### src/mtf_pkg.sv
// Package with the shared constants, types and state codes of the move-to-front encoder.
`default_nettype none

package mtf_pkg;

  localparam int ALPHABET_DEF = 256;
  localparam int SYMBOL_W     = 9;
  localparam int POSITION_W   = 9;

  typedef enum logic {
    MTF_IDLE,
    MTF_SWEEP
  } mtf_state_e;

  typedef struct packed {
    logic adv;
    logic clear;
  } mtf_ctrl_t;

endpackage

`default_nettype wire

### src/mtf_cell.sv
// One list entry of the move-to-front chain, with its share of the moving wavefront.
`default_nettype none

module mtf_cell #(
  parameter int EntW       = 9,
  parameter int ResetValue = 1
) (
  input  wire logic              clk_i,
  input  wire logic              rst_ni,
  input  wire mtf_pkg::mtf_ctrl_t ctrl_i,
  input  wire logic [EntW-1:0]   sym_i,
  input  wire logic              tok_i,
  input  wire logic [EntW-1:0]   carry_i,
  output logic                   tok_o,
  output logic [EntW-1:0]        carry_o,
  output logic                   hit_o
);

  logic [EntW-1:0] entry_q, entry_d;
  logic [EntW-1:0] carry_q, carry_d;
  logic            tok_q, tok_d;

  assign hit_o   = tok_q && (entry_q == sym_i);
  assign tok_o   = tok_q && !hit_o;
  assign carry_o = entry_q;

  always_comb begin
    entry_d = entry_q;
    carry_d = carry_q;
    tok_d   = tok_q;
    if (ctrl_i.clear) begin
      entry_d = EntW'(ResetValue);
      tok_d   = 1'b0;
    end else if (ctrl_i.adv) begin
      tok_d   = tok_i;
      carry_d = carry_i;
      if (tok_q) begin
        entry_d = carry_q;
      end
    end
  end

  always_ff @(posedge clk_i or negedge rst_ni) begin
    if (!rst_ni) begin
      entry_q <= EntW'(ResetValue);
      tok_q   <= 1'b0;
    end else begin
      entry_q <= entry_d;
      tok_q   <= tok_d;
    end
  end

  always_ff @(posedge clk_i) begin
    carry_q <= carry_d;
  end

endmodule

`default_nettype wire

### config.mk
export PLATFORM = sky130hd
export DESIGN_NAME = mtf_cell
export DESIGN_NICKNAME = d
export VERILOG_FILES = /design/src/mtf_pkg.sv /design/src/mtf_cell.sv
export SDC_FILE = /design/constraint.sdc
export NUM_CORES = 1
export LEC_CHECK = 0
export BUFFER_PORTS_ARGS = -buffer_cell sky130_fd_sc_hd__buf_4
export CORE_MARGIN = 4
export CORE_UTILIZATION = 46
export CTS_BUF_LIST = sky130_fd_sc_hd__clkbuf_16
export DETAILED_ROUTE_END_ITERATION = 8
export HOLD_SLACK_MARGIN = 0.05
export PLACE_DENSITY = 0.77
export RECOVER_POWER = 25
export SLEW_MARGIN = 20
export SYNTH_ARGS = -nofsm -noshare
export SYNTH_HDL_FRONTEND = slang
export SYNTH_SLANG_ARGS = --single-unit
export TNS_END_PERCENT = 20
### constraint.sdc
create_clock -name clk_i -period 1.3 [get_ports clk_i]
set_input_delay 0 -clock clk_i [delete_from_list [all_inputs] [get_ports clk_i]]
set_output_delay 0 -clock clk_i [all_outputs]
set_load 0.1 [all_outputs]
==> metrics.yaml <==
peakVddDrop_mv: 0.9815
postLayoutCellArea_sq_mm: 0.001440
drt_first_pass_iters: 2
drt_iter0_drc: 14
clock-sinks: 19
hold_viol_final: 0
fin_nets: 150
initial_utilization: 0.4899
syn-num-nets: 91
rsz0062_at_grt: "true"
path_delay_family: "flip-flops"
synth.avg_cell_area_sq_um: 12.44
cts_root_buffer: "clkbuf_16"
arrival_ns: 1.64
io_buffer_count: 33
yosysSeqAreaShare: 0.6169
cp.required_ns: 1.30
top_usage_layer: "met2"
p_int_mw: 1.206
postRouteAntennaNets: 0
p_leak_nw: 0.6070
synth_top_area_share: 0.3195
setup_viol: 2
critPathLaunchType: "register"
grtUsageMet2: 0.3609
crit_path_cell_trace: "xnor2_2, nand3_1, buf_4, nor4_4, buf_6"
drc: 0
max_slew_margin: 0.6435
design.portCount: 34
core_area_sq_mm: 0.001727
cpMaxStageDelayCell: "dfstp_4"
hp-class: "input port to async pin"
wl_mm: 2.090
crit_buf_inv: 2
synth_cells: 68
cts_buffers: 3
place_hpwl_mm: 1.268
fmax_ghz: 0.6104
ys_warn_count: 0
hold_slack_ns: 0.2427
cts_tree: "yes"
comb_power_share: 0.180
cts_buffer_depth: 2
fp.dieH_microns: 50.88
pre_cts_slack_ns: -0.1888
ys_types: 19
die-area_sq_mm: 0.002589
drv_cap: 0
max_stage_delay_ns: 0.62
fp.dieW_microns: 50.88
place.gp.congestion: 0.7038
synth_seq_cells: 19
clock_skew_ns: 0.002106
grt_pass1_vias: 786
grt_max_degree: 12
fin_ws_ns: -0.3382
status: "complete, but fails checks"
powerDensity_mw_per_mm2: 1107
crit_fanout: 2
netlist_top_cells_area: "edfxtp_1 32%, dfrtp_1 27%, xnor2_1 9.3%"
htree_levels: 1
num_vias: 701
critPathKind: "register to primary output"
grt_pass1_wl_mm: 3.560
grt-ovfl-total: 0
viasPerCell: 4.642
violations: "negative setup slack"
area_growth_pct: 70.27
routedWlPerCell_microns: 13.84
p_clk_frac: 0.391
post_dp_cell_area_sq_mm: 0.001206
final-max-slew-violation-count: 0
fin_crit_ns: 1.638
grtUsageMet1: 0.2081
clk_latency_ns: 0.25
grt_use_met3: 0.03790
pwr-share-seq: 0.429
clk_pin_slew_ns: 0.05
synth_top_cell_by_area: "edfxtp_1"
drive_gt1_frac: 0.5794
worst_setup_path_end_kind: "primary output"
grt_util_all_layers: 0.1922
antenna_found_initial: 0
antenna_cells: 0
p_sw_frac: 0.2437
rows: 15
p_switching_mw: 0.3885
worst_pin_slew_ns: 0.5348
syn-cell-area_sq_um: 845.8
min_period_over_period: 1.260
[power by group through the flow]
stage | combinational (mW) | sequential (mW) | clock, mW
2_1_floorplan | 0.0823 | 0.756 | 0
3_3_place_gp | 0.239 | 0.692 | 0
3_5_place_dp | 0.243 | 0.694 | 0
4_1_cts | 0.282 | 0.684 | 0.623
6_report | 0.287 | 0.684 | 0.623
5_1_grt | 0.305 | 0.687 | 0.648
[cell usage after synthesis]
cell type / number
xnor2_1: 9
nand2_1: 12
nor2b_1: 1
and2_1: 1
dfstp_2: 1
a21oi_2: 8
o31a_1: 1
buf_6: 1
mux2i_1: 1
nor2_1: 1
inv_1: 1
buf_2: 1
edfxtp_1: 9
nand4_1: 1
dfrtp_1: 9
nand3b_1: 1
nand2_2: 8
nand3_1: 1
nor4_1: 1
[sequential cells by signal, summed over array words and instances (netlist names)]
register and flops:
carry_o 9, tok_q 1, carry_q 9
[per-stage QoR]
| stage | total power [mW] | TNS [ns] | cells | utilization |
|---|---|---|---|---|
| 5_1_grt | 1.641 | -0.7966 | 151 | 0.8341 |
| 3_5_place_dp | 0.9362 | -0.3629 | 133 | 0.6986 |
| 3_3_place_gp | 0.9311 | -0.2793 | 133 | 0.6986 |
| 4_1_cts | 1.589 | -0.6879 | 151 | 0.8326 |
| 2_1_floorplan | 0.8378 | -1.231 | 68 | - |
| 6_report | 1.594 | -0.6683 | 151 | 0.8341 |
[path summary, 6_finish.rpt]
kind	startpoint	cells after the start	slack (ns)	end
max in group asynchronous	rst_ni	2	0.67	carry_o[4]
setup / recovery	carry_o[0]	5	-0.34	hit_o
hold / removal	rst_ni	2	0.24	carry_o[7]
min in group clk_i	ctrl_i[1]	4	0.27	carry_o[0]
setup reg to reg	tok_q	3	0.22	carry_o[3]
hold reg to reg	carry_q[0]	2	0.51	carry_o[0]
[cell usage in the layout, fill, tap and decap left out, drive strengths merged, types with 2 or more instances in the layout]
master	n
dfrtp	9
clkbuf	5
inv	2
a21oi	8
dlygate4sd3	12
xnor2	9
nand2	20
buf	41
edfxtp	9
[layer usage]
layer / wire length [microns] / vias up
met5: 0 / -
met4: 38 / 0
met3: 112 / 5
met2: 1156 / 25
met1: 783 / 323
li1: - / 348
[kinds of logic (layout without fill, tap and decap cells)]
logic type | after synthesis | after routing | synth area share
AOI/OAI and AO/OA | 9 | 9 | 0.09320
xor gates and xnor gates | 9 | 9 | 0.09320
buffers and inverters | 3 | 61 | 0.02366
DFF | 19 | 19 | 0.6169
muxes | 1 | 1 | 0.01183
and+or+nand+nor | 27 | 27 | 0.1613
[area by class of cell]
class	count	area [sq um]
sequential	19	535.5
clock inverter	1	3.754
timing repair buffer	56	462.9
clock buffer	3	75.07
fill	96	286.5
multi-input combinational	46	327.8
inverter	1	3.754
tap	25	31.28
[repair_timing]
action,4_1_cts,5_1_grt
endpoints found under the setup margin,2,3
endpoints found under the hold margin,28,0
pin swaps,3,1
hold buffers,13,0
resized for setup,3,2
buffers inserted,1,0
(Power assumes the default switching activity.)
